## config.mk

```make
export PLATFORM = sky130hd
export DESIGN_NAME = button_debounce_press_events
export DESIGN_NICKNAME = d
export VERILOG_FILES = /design/src/rtl/core/bdpe_pkg.sv /design/src/rtl/core/button_debounce_press_events.sv /design/src/rtl/core/bdpe_pin.sv
export SDC_FILE = /design/constraint.sdc
export NUM_CORES = 2
export LEC_CHECK = 0
export BUFFER_PORTS_ARGS = -buffer_cell sky130_fd_sc_hd__buf_2
export CORE_MARGIN = 3
export CORE_UTILIZATION = 45
export DETAILED_ROUTE_END_ITERATION = 10
export PLACE_DENSITY_LB_ADDON = 0.2
export SLEW_MARGIN = 10
export SYNTH_ARGS = -nofsm -noshare
export SYNTH_HDL_FRONTEND = slang
export SYNTH_SLANG_ARGS = --single-unit
```

## constraint.sdc

```tcl
create_clock -name clk -period 11.6 [get_ports clk]
set_input_delay 1.74 -clock clk [delete_from_list [all_inputs] [get_ports clk]]
set_output_delay 1.74 -clock clk [all_outputs]
set_load 0.02 [all_outputs]
```

## src/rtl/core/bdpe_pkg.sv

```systemverilog
// ----------------------------------------------------------------------------
// bdpe_pkg
// Types and constants shared by the button debounce and press event block.
// ----------------------------------------------------------------------------
package bdpe_pkg;

  localparam int BUTTONS     = 4;
  localparam int BTN_IDX_W   = $clog2(BUTTONS);
  localparam int MS_W        = 16;
  localparam int ROT_W       = 2;
  localparam int NOW_W       = 32;
  localparam int CFG_INDEX_W = 8;
  localparam int CFG_DATA_W  = 16;

  localparam logic [CFG_INDEX_W-1:0] REG_DEBOUNCE    = 8'd0;
  localparam logic [CFG_INDEX_W-1:0] REG_HOLD        = 8'd1;
  localparam logic [CFG_INDEX_W-1:0] REG_SHORT_LIMIT = 8'd2;
  localparam logic [CFG_INDEX_W-1:0] REG_ROTATION    = 8'd3;

  localparam logic [MS_W-1:0]  DEBOUNCE_RST    = 16'd50;
  localparam logic [MS_W-1:0]  HOLD_RST        = 16'd1000;
  localparam logic [MS_W-1:0]  SHORT_LIMIT_RST = 16'd1000;
  localparam logic [ROT_W-1:0] ROTATION_RST    = 2'd3;

  localparam logic REQ_SAMPLE   = 1'b0;
  localparam logic REQ_SUPPRESS = 1'b1;

  typedef struct packed {
    logic               req_type;
    logic [BUTTONS-1:0] raw_levels;
    logic [NOW_W-1:0]   now_ms;
  } in_t;

  typedef struct packed {
    logic [BUTTONS-1:0] stable_levels;
    logic [BUTTONS-1:0] pressed;
    logic [BUTTONS-1:0] long_pressed;
    logic [BUTTONS-1:0] short_released;
  } out_t;

  typedef struct packed {
    logic [MS_W-1:0] debounce_ms;
    logic [MS_W-1:0] hold_ms;
    logic [MS_W-1:0] short_limit_ms;
  } timing_t;

  typedef struct packed {
    logic stable;
    logic pressed;
    logic long_pressed;
    logic short_released;
  } pin_ev_t;

endpackage

```

## src/rtl/core/button_debounce_press_events.sv

```systemverilog
// ----------------------------------------------------------------------------
// button_debounce_press_events
// Request path: input register at acceptance, then the result register once the
// output stage is free or being read. Throughput: one request per cycle while the
// output is not stalled, set by the single pass through the per-pin trackers. Reset:
// timing registers to defaults, all pins released, no timers running, nothing
// suppressed, both stages empty.
// Debounce and press/long press/short release qualifier for four buttons.
// ----------------------------------------------------------------------------
module button_debounce_press_events #(
  parameter int TIME_BITS = 32
) (
  input  logic                                 clk,
  input  logic                                 rst,
  input  logic                                 in_valid,
  output logic                                 in_ready,
  input  bdpe_pkg::in_t                        in_data,
  output logic                                 out_valid,
  input  logic                                 out_ready,
  output bdpe_pkg::out_t                       out_data,
  input  logic                                 cfg_valid,
  output logic                                 cfg_ready,
  input  logic [bdpe_pkg::CFG_INDEX_W-1:0]     cfg_index,
  input  logic [bdpe_pkg::CFG_DATA_W-1:0]      cfg_data
);

  bdpe_pkg::timing_t                 timing;
  logic [bdpe_pkg::ROT_W-1:0]        rotation;

  logic                              req_valid;
  bdpe_pkg::in_t                     req;
  logic                              advance;

  logic [TIME_BITS+bdpe_pkg::NOW_W-1:0] now_wide;
  logic [TIME_BITS-1:0]              now_t;

  bdpe_pkg::pin_ev_t                 ev [bdpe_pkg::BUTTONS];
  bdpe_pkg::out_t                    result;

  assign cfg_ready = 1'b1;

  always_ff @(posedge clk) begin
    if (rst) begin
      timing.debounce_ms    <= bdpe_pkg::DEBOUNCE_RST;
      timing.hold_ms        <= bdpe_pkg::HOLD_RST;
      timing.short_limit_ms <= bdpe_pkg::SHORT_LIMIT_RST;
      rotation              <= bdpe_pkg::ROTATION_RST;
    end else if (cfg_valid) begin
      unique case (cfg_index)
        bdpe_pkg::REG_DEBOUNCE:    timing.debounce_ms    <= cfg_data;
        bdpe_pkg::REG_HOLD:        timing.hold_ms        <= cfg_data;
        bdpe_pkg::REG_SHORT_LIMIT: timing.short_limit_ms <= cfg_data;
        bdpe_pkg::REG_ROTATION:    rotation <= cfg_data[bdpe_pkg::ROT_W-1:0];
        default: ;
      endcase
    end
  end

  assign advance  = req_valid && (!out_valid || out_ready);
  assign in_ready = !req_valid || advance;

  always_ff @(posedge clk) begin
    if (rst) begin
      req_valid <= 1'b0;
    end else if (in_ready) begin
      req_valid <= in_valid;
    end
  end

  always_ff @(posedge clk) begin
    if (in_valid && in_ready) begin
      req <= in_data;
    end
  end

  assign now_wide = {{TIME_BITS{1'b0}}, req.now_ms};
  assign now_t    = now_wide[TIME_BITS-1:0];

  for (genvar p = 0; p < bdpe_pkg::BUTTONS; p++) begin : g_pin
    bdpe_pin #(
      .TIME_BITS(TIME_BITS)
    ) u_pin (
      .clk     (clk),
      .rst     (rst),
      .advance (advance),
      .req_type(req.req_type),
      .raw     (req.raw_levels[p]),
      .now     (now_t),
      .timing  (timing),
      .ev      (ev[p])
    );
  end

  // logical button i reads physical pin (i + rotation + 1) mod 4
  always_comb begin
    logic [bdpe_pkg::BTN_IDX_W-1:0] idx;
    result = '0;
    for (int i = 0; i < bdpe_pkg::BUTTONS; i++) begin
      idx = bdpe_pkg::BTN_IDX_W'(i) + rotation + bdpe_pkg::BTN_IDX_W'(1);
      result.stable_levels[i]  = ev[idx].stable;
      result.pressed[i]        = ev[idx].pressed;
      result.long_pressed[i]   = ev[idx].long_pressed;
      result.short_released[i] = ev[idx].short_released;
    end
  end

  always_ff @(posedge clk) begin
    if (rst) begin
      out_valid <= 1'b0;
    end else if (advance) begin
      out_valid <= 1'b1;
    end else if (out_ready) begin
      out_valid <= 1'b0;
    end
  end

  always_ff @(posedge clk) begin
    if (advance) begin
      out_data <= result;
    end
  end

endmodule

```

## src/rtl/core/bdpe_pin.sv

```systemverilog
// ----------------------------------------------------------------------------
// bdpe_pin
// One physical pin: debounce filter, edge, long press and short release
// trackers, and suppression. State advances once per processed request.
// ----------------------------------------------------------------------------
module bdpe_pin #(
  parameter int TIME_BITS = 32
) (
  input  logic                   clk,
  input  logic                   rst,
  input  logic                   advance,
  input  logic                   req_type,
  input  logic                   raw,
  input  logic [TIME_BITS-1:0]   now,
  input  bdpe_pkg::timing_t      timing,
  output bdpe_pkg::pin_ev_t      ev
);

  localparam int CMP_W = TIME_BITS + bdpe_pkg::MS_W;

  logic                 stable;
  logic                 db_running;
  logic [TIME_BITS-1:0] db_start;
  logic                 prev_level;
  logic                 hold_running;
  logic [TIME_BITS-1:0] hold_start;
  logic                 hold_reported;
  logic                 short_running;
  logic [TIME_BITS-1:0] short_start;
  logic                 suppressed;

  logic                 stable_next;
  logic                 db_running_next;
  logic [TIME_BITS-1:0] db_start_next;
  logic                 prev_level_next;
  logic                 hold_running_next;
  logic [TIME_BITS-1:0] hold_start_next;
  logic                 hold_reported_next;
  logic                 short_running_next;
  logic [TIME_BITS-1:0] short_start_next;
  logic                 suppressed_next;

  logic                 diff;
  logic [TIME_BITS-1:0] db_base;
  logic [TIME_BITS-1:0] hold_base;
  logic [TIME_BITS-1:0] db_el;
  logic [TIME_BITS-1:0] hold_el;
  logic [TIME_BITS-1:0] short_el;
  logic                 db_done;
  logic                 hold_done;
  logic                 short_fast;

  assign diff      = raw != stable;
  assign db_base   = db_running ? db_start : now;
  assign hold_base = hold_running ? hold_start : now;
  assign db_el     = now - db_base;
  assign hold_el   = now - hold_base;
  assign short_el  = now - short_start;

  assign db_done    = {{bdpe_pkg::MS_W{1'b0}}, db_el} >=
                      CMP_W'({{TIME_BITS{1'b0}}, timing.debounce_ms});
  assign hold_done  = {{bdpe_pkg::MS_W{1'b0}}, hold_el} >=
                      CMP_W'({{TIME_BITS{1'b0}}, timing.hold_ms});
  assign short_fast = {{bdpe_pkg::MS_W{1'b0}}, short_el} <
                      CMP_W'({{TIME_BITS{1'b0}}, timing.short_limit_ms});

  always_comb begin
    stable_next        = stable;
    db_running_next    = 1'b0;
    db_start_next      = db_base;
    prev_level_next    = prev_level;
    hold_running_next  = hold_running;
    hold_start_next    = hold_start;
    hold_reported_next = hold_reported;
    short_running_next = short_running;
    short_start_next   = short_start;
    suppressed_next    = suppressed;
    ev                 = '0;

    if (diff) begin
      if (db_done) begin
        stable_next = raw;
      end else begin
        db_running_next = 1'b1;
      end
    end
    ev.stable = stable_next;

    if (suppressed) begin
      if (stable_next) begin
        suppressed_next    = 1'b0;
        prev_level_next    = 1'b1;
        hold_running_next  = 1'b0;
        hold_reported_next = 1'b0;
        short_running_next = 1'b0;
      end
    end else begin
      ev.pressed      = prev_level && !stable_next;
      prev_level_next = stable_next;
      if (!stable_next) begin
        hold_running_next = 1'b1;
        hold_start_next   = hold_base;
        if (!hold_reported && hold_done) begin
          hold_reported_next = 1'b1;
          ev.long_pressed    = 1'b1;
        end
        if (!short_running) begin
          short_running_next = 1'b1;
          short_start_next   = now;
        end
      end else begin
        hold_running_next  = 1'b0;
        hold_reported_next = 1'b0;
        short_running_next = 1'b0;
        ev.short_released  = short_running && short_fast;
      end
    end

    if (req_type == bdpe_pkg::REQ_SUPPRESS) begin
      suppressed_next    = !stable_next;
      prev_level_next    = stable_next;
      hold_running_next  = 1'b0;
      hold_reported_next = 1'b0;
      short_running_next = 1'b0;
    end
  end

  always_ff @(posedge clk) begin
    if (rst) begin
      stable        <= 1'b1;
      db_running    <= 1'b0;
      prev_level    <= 1'b1;
      hold_running  <= 1'b0;
      hold_reported <= 1'b0;
      short_running <= 1'b0;
      suppressed    <= 1'b0;
    end else if (advance) begin
      stable        <= stable_next;
      db_running    <= db_running_next;
      prev_level    <= prev_level_next;
      hold_running  <= hold_running_next;
      hold_reported <= hold_reported_next;
      short_running <= short_running_next;
      suppressed    <= suppressed_next;
    end
  end

  always_ff @(posedge clk) begin
    if (advance) begin
      db_start    <= db_start_next;
      hold_start  <= hold_start_next;
      short_start <= short_start_next;
    end
  end

endmodule
```

-- Word-level counts from Yosys, hierarchy flattened
Index checks and enable logic that the tools add are counted.
- memory bits (writable): 0
- ROM bits: 0
- word-level logic and storage cells: 268
- register bits after elaboration: 513
- latch bits: 0
- output and inout port bits: 19
- memories kept: 0
- input port bits: 66
- shift-type cells: 0
- multipliers: 0
- bitwise operators: 16
- $add $sub $neg: 18
- multiplexer cells: 106
- magnitude comparators: 16
- reductions and logical operators: 52
- equality and inequality tests: 11
- div/mod/pow operators: 0
- operators with widths (cell ; count):
    $sub 32x32->32 ; 12
    $ge 32x16->1 ; 8
    $mux 32 ; 8
    $lt 32x16->1 ; 4
    $mux 1 ; 82
    $bmux 4 s2 ; 4
    $mux 4 ; 8
    $reduce_and 3->1 ; 8
    $eq 8x2->1 const B ; 2
    $reduce_and 2->1 ; 8
    $reduce_and 4->1 ; 4
    $logic_and 1x1->1 ; 14
    $ge 3x3->1 const B ; 4
    $mux 3 ; 4
    $ne 3x3->1 const B ; 4
    $not 1->1 ; 12
    $not 2->3 ; 4
    $reduce_bool 3->1 ; 4
    $logic_not 1->1 ; 10
    $eq 8x1->1 const B ; 1
    $logic_not 8->1 ; 1
    $add 2x1->2 const B ; 3
    $add 2x2->2 const A ; 2
    $ne 1x1->1 ; 4
    3 further kinds ; 4

-- Logic depth before layout (Yosys ltp)
- depth after elaboration: 11
- gate-level depth with buffers: 28

-- Hierarchy
From an unflattened synthesis, not the netlist that was laid out.
- cell total of the unflattened synthesis: 5317
- area, all modules: 47491.8 µm²
- modules (own cells, without submodules) (module ; times used ; area an instance (µm²) ; cells an instance):
    bdpe_pin (g_pin[1].u_pin ...) ; 2 ; 10802.9 ; 1248
    bdpe_pin (g_pin[0].u_pin) ; 1 ; 10889.2 ; 1283
    bdpe_pin (g_pin[3].u_pin) ; 1 ; 10856.7 ; 1259
    button_debounce_press_events ; 1 ; 4140.2 ; 279

-- Worst setup path after synthesis
OpenSTA, ideal clock, no wires.
- path type: register to register
- start point: reg req (netlist bit now_t[1])
- end point: reg g_pin[2].u_pin.short_start[0] (enable)
- slack: 2926 ps
- required time: 11099 ps
- stages on the path, launching flop included: 22
- setup time: 501 ps
- period minus slack after synthesis: 8674 ps
- arrival: 8172 ps
- cells stage by stage: edfxtp_1 -> clkinv_1 -> o21a_1 -> inv_1 -> fa_1 -> nor2b_1 -> o2111ai_1 -> and3_1 -> o21bai_1 -> a21oi_1 -> xnor2_1 -> ha_1 -> and4_1 -> a221o_1 -> a2111oi_0 -> o211ai_1 -> a211oi_1 -> nand4_1 -> nor4_4 -> a31o_2 -> nand2_2 -> nor4_1
- word-level cells in the longest chain between the ends: 7
- RTL lines (element ; line ; text):
    start, declared ; button_debounce_press_events.sv:31 ; bdpe_pkg::in_t req;
    start signal, assigned ; button_debounce_press_events.sv:72 ; req <= in_data;
    $mux 32 ; bdpe_pin.sv:54 ; assign db_base = db_running ? db_start : now;
    via g_pin[2].u_pin.db_base[1] ; bdpe_pin.sv:44 ; logic [TIME_BITS-1:0] db_base;
    $sub 32x32->32 ; bdpe_pin.sv:56 ; assign db_el = now - db_base;
    $ge 32x16->1 ; bdpe_pin.sv:60 ; assign db_done = {{bdpe_pkg::MS_W{1'b0}}, db_el} >=
    $mux 1 ; bdpe_pin.sv:81 ; if (db_done) begin
    $mux 1 ; bdpe_pin.sv:80 ; if (diff) begin
    $not 1->1 (no line) ; -- ;
    $reduce_and 4->1 (no line) ; -- ;
    end signal, assigned ; bdpe_pin.sv:152 ; short_start <= short_start_next;
    end, declared ; bdpe_pin.sv:29 ; logic [TIME_BITS-1:0] short_start;
The timed path passes the listed nets, and every way through them passes these cells.
A chain may end at the register's enable or synchronous reset.

-- Final worst setup path
- start point: reg req (netlist bit now_t[1])
- end point: reg g_pin[3].u_pin.short_start[20] (enable)
- word-level cells in the longest chain between the ends: 7
- RTL lines (element ; line):
    $mux 32 ; bdpe_pin.sv:54
    $sub 32x32->32 * ; bdpe_pin.sv:56
    $ge 32x16->1 * ; bdpe_pin.sv:60
    $mux 1 * ; bdpe_pin.sv:81
    $mux 1 * ; bdpe_pin.sv:80
    $not 1->1 (no line) * ; --
    $reduce_and 4->1 (no line) * ; --
    end signal, assigned ; bdpe_pin.sv:152
    end, declared ; bdpe_pin.sv:29
Every way passes the cells marked *; elsewhere a longest branch is shown, timed or not.

==> summary.md <==
| Metric | Value |
|---|---|
| Status | complete, no violations |
| Final wirelength | 146 mm |
| HP Start | g_pin[2].u_pin.hold_reported$_SDFFE_PP0P_ |
| Clock network fraction of design power | 0.339 |
| Setup crit start kind | flop |
| Hold Path End | g_pin[2].u_pin.hold_reported$_SDFFE_PP0P_ |
| Switching share of power | 0.337 |
| Post-Syn Area | 0.0464 mm^2 |
| WP data arrival | 9.16 ns |
| Starting DRT DRC Count | 3715 |
| Main flop type after synthesis | edfxtp_1 |
| Combinational fraction of design power | 0.316 |
| Initial cell density of the core | 0.454 |
| Filler cells | 9751 |
| Finished Layout Cells | 6663 |
| Hold Vio Cnt, Final | 0 |
| First-pass GRT wire length | 221 mm |
| Clock Latency Late Sink | 0.64 ns |
| Post-CTS setup buffer count | 0 |
| Port bufs | 83 |
| Chip width | 327 um |
| Rel. slew slack | 0.252 |
| Setup TNS | 0 ns |
| Htree depth | 3 |
| Drt via density | 5.97 |
| Synth Instances | 5211 |
| DP Worst Slack | 2.68 ns |
| PD cells | 122 mW/mm^2 |
| Asr flop ratio synth | 0 |
| Largest net degree at the start of global routing | 98 |
| Maxcap violations | 0 |
| Actual slew at the worst max-slew pin | 1.11 ns |
| Clock slew at reported path FFs | 0.06 ns |
| Post-synth EDFFs | 437 |
| Total grt overflow | 0 |
| CTS tree | built |
| Post_cts resized | 0 |
| Total number of vias | 39800 |
| DRC | 0 |
| Max Fclk | 112 MHz |
| Syn avg cell area | 8.90 um^2 |
| CTS root buf | clkbuf_16 |
| Sw power | 2.07 mW |
| Layout area overhead | 9.00% |
| Ant diodes | 0 |
| RSZ-0062 raised after global routing | false |
| Critical path peak fanout | 34 |
| Most frequent cells in the layout | ha_1, inv_1, a21oi_1 |
| DP HPWL | 108 mm |
| R2r startpoint | now_t[1]$_DFFE_PP_ |
| Die span in y | 327 um |
| Nets@finish | 5900 |
| I/O pin cnt | 85 |
| Share of cells above drive strength 1 | 0.0644 |
| Multi-input logic area | 0.0292 mm^2 |
| Final setup viols | 0 |
| Static Leak | 21.1 nW |
| CTS Buf Count | 66 |
| Overall power | 6.15 mW |
| # hold bufs at CTS | 0 |
| Final Cycle Share | 0.768 |
| Hold Path Class | flop to flop |
| Crit end category | flop |
| Post-synth net total | 5865 |
| Area of the core | 0.102 mm^2 |
| Most common cell after layout, fill and taps aside | ha_1 |
| Min Tclk post-route | 8.91 ns |
| Sequential cell area | 0.0147 mm^2 |
| Hold Crit Depth | 1 |
| Worst R2R Setup Slack | 2.69 ns |
| IR drop worst, VDD | 84.2 uV |
| Dpl cells | 6546 |
| Worst r2r dst | g_pin[3].u_pin.short_start[20]$_DFFE_PP_ |
| P_int | 4.08 mW |
| Synth Register Bits | 513 |
| Ys Warns | 0 |
| First drt pass iteration count | 6 |
| Max Slew Vio Count | 0 |
| R2R depth | 26 |
| Floorplan row count | 117 |
| Post-synthesis sequential area ratio | 0.316 |
| Clock skew | 0.0313 ns |
| PnR worst setup slack | 2.69 ns |
| Post-DRT Antenna Nets | 0 |
| CTS Sinks | 513 |
| Max Root-Sink Buffers | 3 |
| Worst setup path category | flop to flop |
| Cell variety after synth | 100 |
| Seq pwr share | 0.344 |
| Routed length per instance | 21.9 um |
| Die area | 0.107 mm^2 |
| Total track usage | 0.264 |
| Initial antenna violation count | 0 |
| Required @ worst endpoint | 11.84 ns |
| RePlAce Congestion | 0.929 |
| Number of global-route vias before repair | 36800 |
-- through the flow --
step | hold WS (ns) | instance area [um^2] | utilization
4_1_cts | 0.463 | 50500 | 0.495
2_1_floorplan | 0.433 | 46400 | -
5_1_grt | 0.490 | 50500 | 0.495
6_report | 0.462 | 50500 | 0.495
3_3_place_gp | 0.441 | 48400 | 0.474
3_5_place_dp | 0.451 | 48400 | 0.474
-- layout make-up --
type | count | area share
tap | 1368 | 0.0339
timing repair buffer | 151 | 0.0186
clock inverter | 25 | 0.00594
multi-input combinational | 4006 | 0.577
sequential | 513 | 0.290
inverter | 508 | 0.0378
clock buffer | 92 | 0.0369
-- power by group through the flow --
stage / logic (mW) / registers, mW / clock network [mW]
3_3_place_gp: 1.89 / 2.16 / 0
3_5_place_dp: 1.90 / 2.16 / 0
4_1_cts: 1.92 / 2.12 / 2.13
2_1_floorplan: 1.41 / 2.17 / 0
6_report: 1.95 / 2.12 / 2.09
5_1_grt: 2.16 / 2.12 / 2.19
-- Yosys cell counts, drive strengths merged (25+ instances only) --
cell,number,area share
ha,576,0.16
inv,507,0.041
a21oi,454,0.049
edfxtp,437,0.28
nand2,422,0.034
nor2,329,0.027
o21ai,301,0.033
mux2i,299,0.065
clkbuf,163,0.013
xnor2,153,0.029
a21o,149,0.024
xor2,103,0.019
nor3,95,0.010
nand4,94,0.013
nand3,81,0.0087
dfxtp,76,0.033
o21a,73,0.012
nand2b,70,0.0094
o211ai,70,0.011
nor2b,55,0.0074
a211oi,51,0.0085
a31oi,46,0.0063
and3,42,0.0057
o21bai,34,0.0055
nor4,31,0.0045
or3,29,0.0039
and2,28,0.0038
o2111ai,26,0.0049
mux2,25,0.0061
-- how the worst max path moves through the flow --
| stage | depth (start not counted) | from | end |
|---|---|---|---|
| finish | 26 | now_t[1]$_DFFE_PP_ | g_pin[3].u_pin.short_start[20]$_DFFE_PP_ |
| global route | 26 | now_t[1]$_DFFE_PP_ | g_pin[3].u_pin.short_start[20]$_DFFE_PP_ |
| CTS | 26 | now_t[1]$_DFFE_PP_ | g_pin[3].u_pin.short_start[20]$_DFFE_PP_ |
| detailed placement | 26 | now_t[1]$_DFFE_PP_ | g_pin[3].u_pin.short_start[23]$_DFFE_PP_ |
| global placement | 25 | now_t[1]$_DFFE_PP_ | g_pin[3].u_pin.short_start[24]$_DFFE_PP_ |
| floorplan | 21 | now_t[1]$_DFFE_PP_ | g_pin[2].u_pin.short_start[0]$_DFFE_PP_ |
-- flip-flops by register name, indices dropped and copies added, names as in the netlist, 5 cells and up --
signal and count:
req 5, now_t 32, g_pin.u_pin.hold_start 128, timing 48, out_data 16, g_pin.u_pin.db_start 128, g_pin.u_pin.short_start 128
-- metal layers --
layer  GRT usage  vias to the layer above  part of all wire
met5           0                        -                 0
met4      0.0918                        0             0.035
met3      0.0305                      191             0.061
met2       0.422                     1186              0.44
met1       0.371                    19100              0.46
li1            -                    19300                 -
-- cell families after synthesis --
kind of cell             synth area share
AO/OA/AOI/OAI                       0.205
AND/OR/NAND/NOR                     0.143
buffers and inverters              0.0563
adder cells (fa/ha/maj)             0.161
flip-flops                          0.316
multiplexers                       0.0709
XOR/XNOR                           0.0483
other                           0.0000809
-- worst max-delay path, cell delays in order, from the launching register on --
cell and delay (ns):
edfxtp_1 0.32, buf_4 0.33, clkinv_1 0.77, o21a_1 0.45, ha_1 0.27, nand3b_1 0.12, nand2_1 0.11, a21oi_1 0.48
o21bai_1 0.22, nand3_1 0.12, nand2_1 0.08, a21o_1 0.19, a21oi_1 0.16, xnor2_1 0.14, ha_1 0.26, o21ai_0 0.08
o21bai_1 0.12, a221oi_1 0.27, nand4_1 0.14, a2111o_1 0.40, a2111o_1 0.39, nor4_1 0.28, nand4_1 0.37, mux2i_1 0.27
buf_4 0.27, and2_2 0.82, nor2b_4 1.02
No activity file was read; power rests on OpenSTA's default activity.
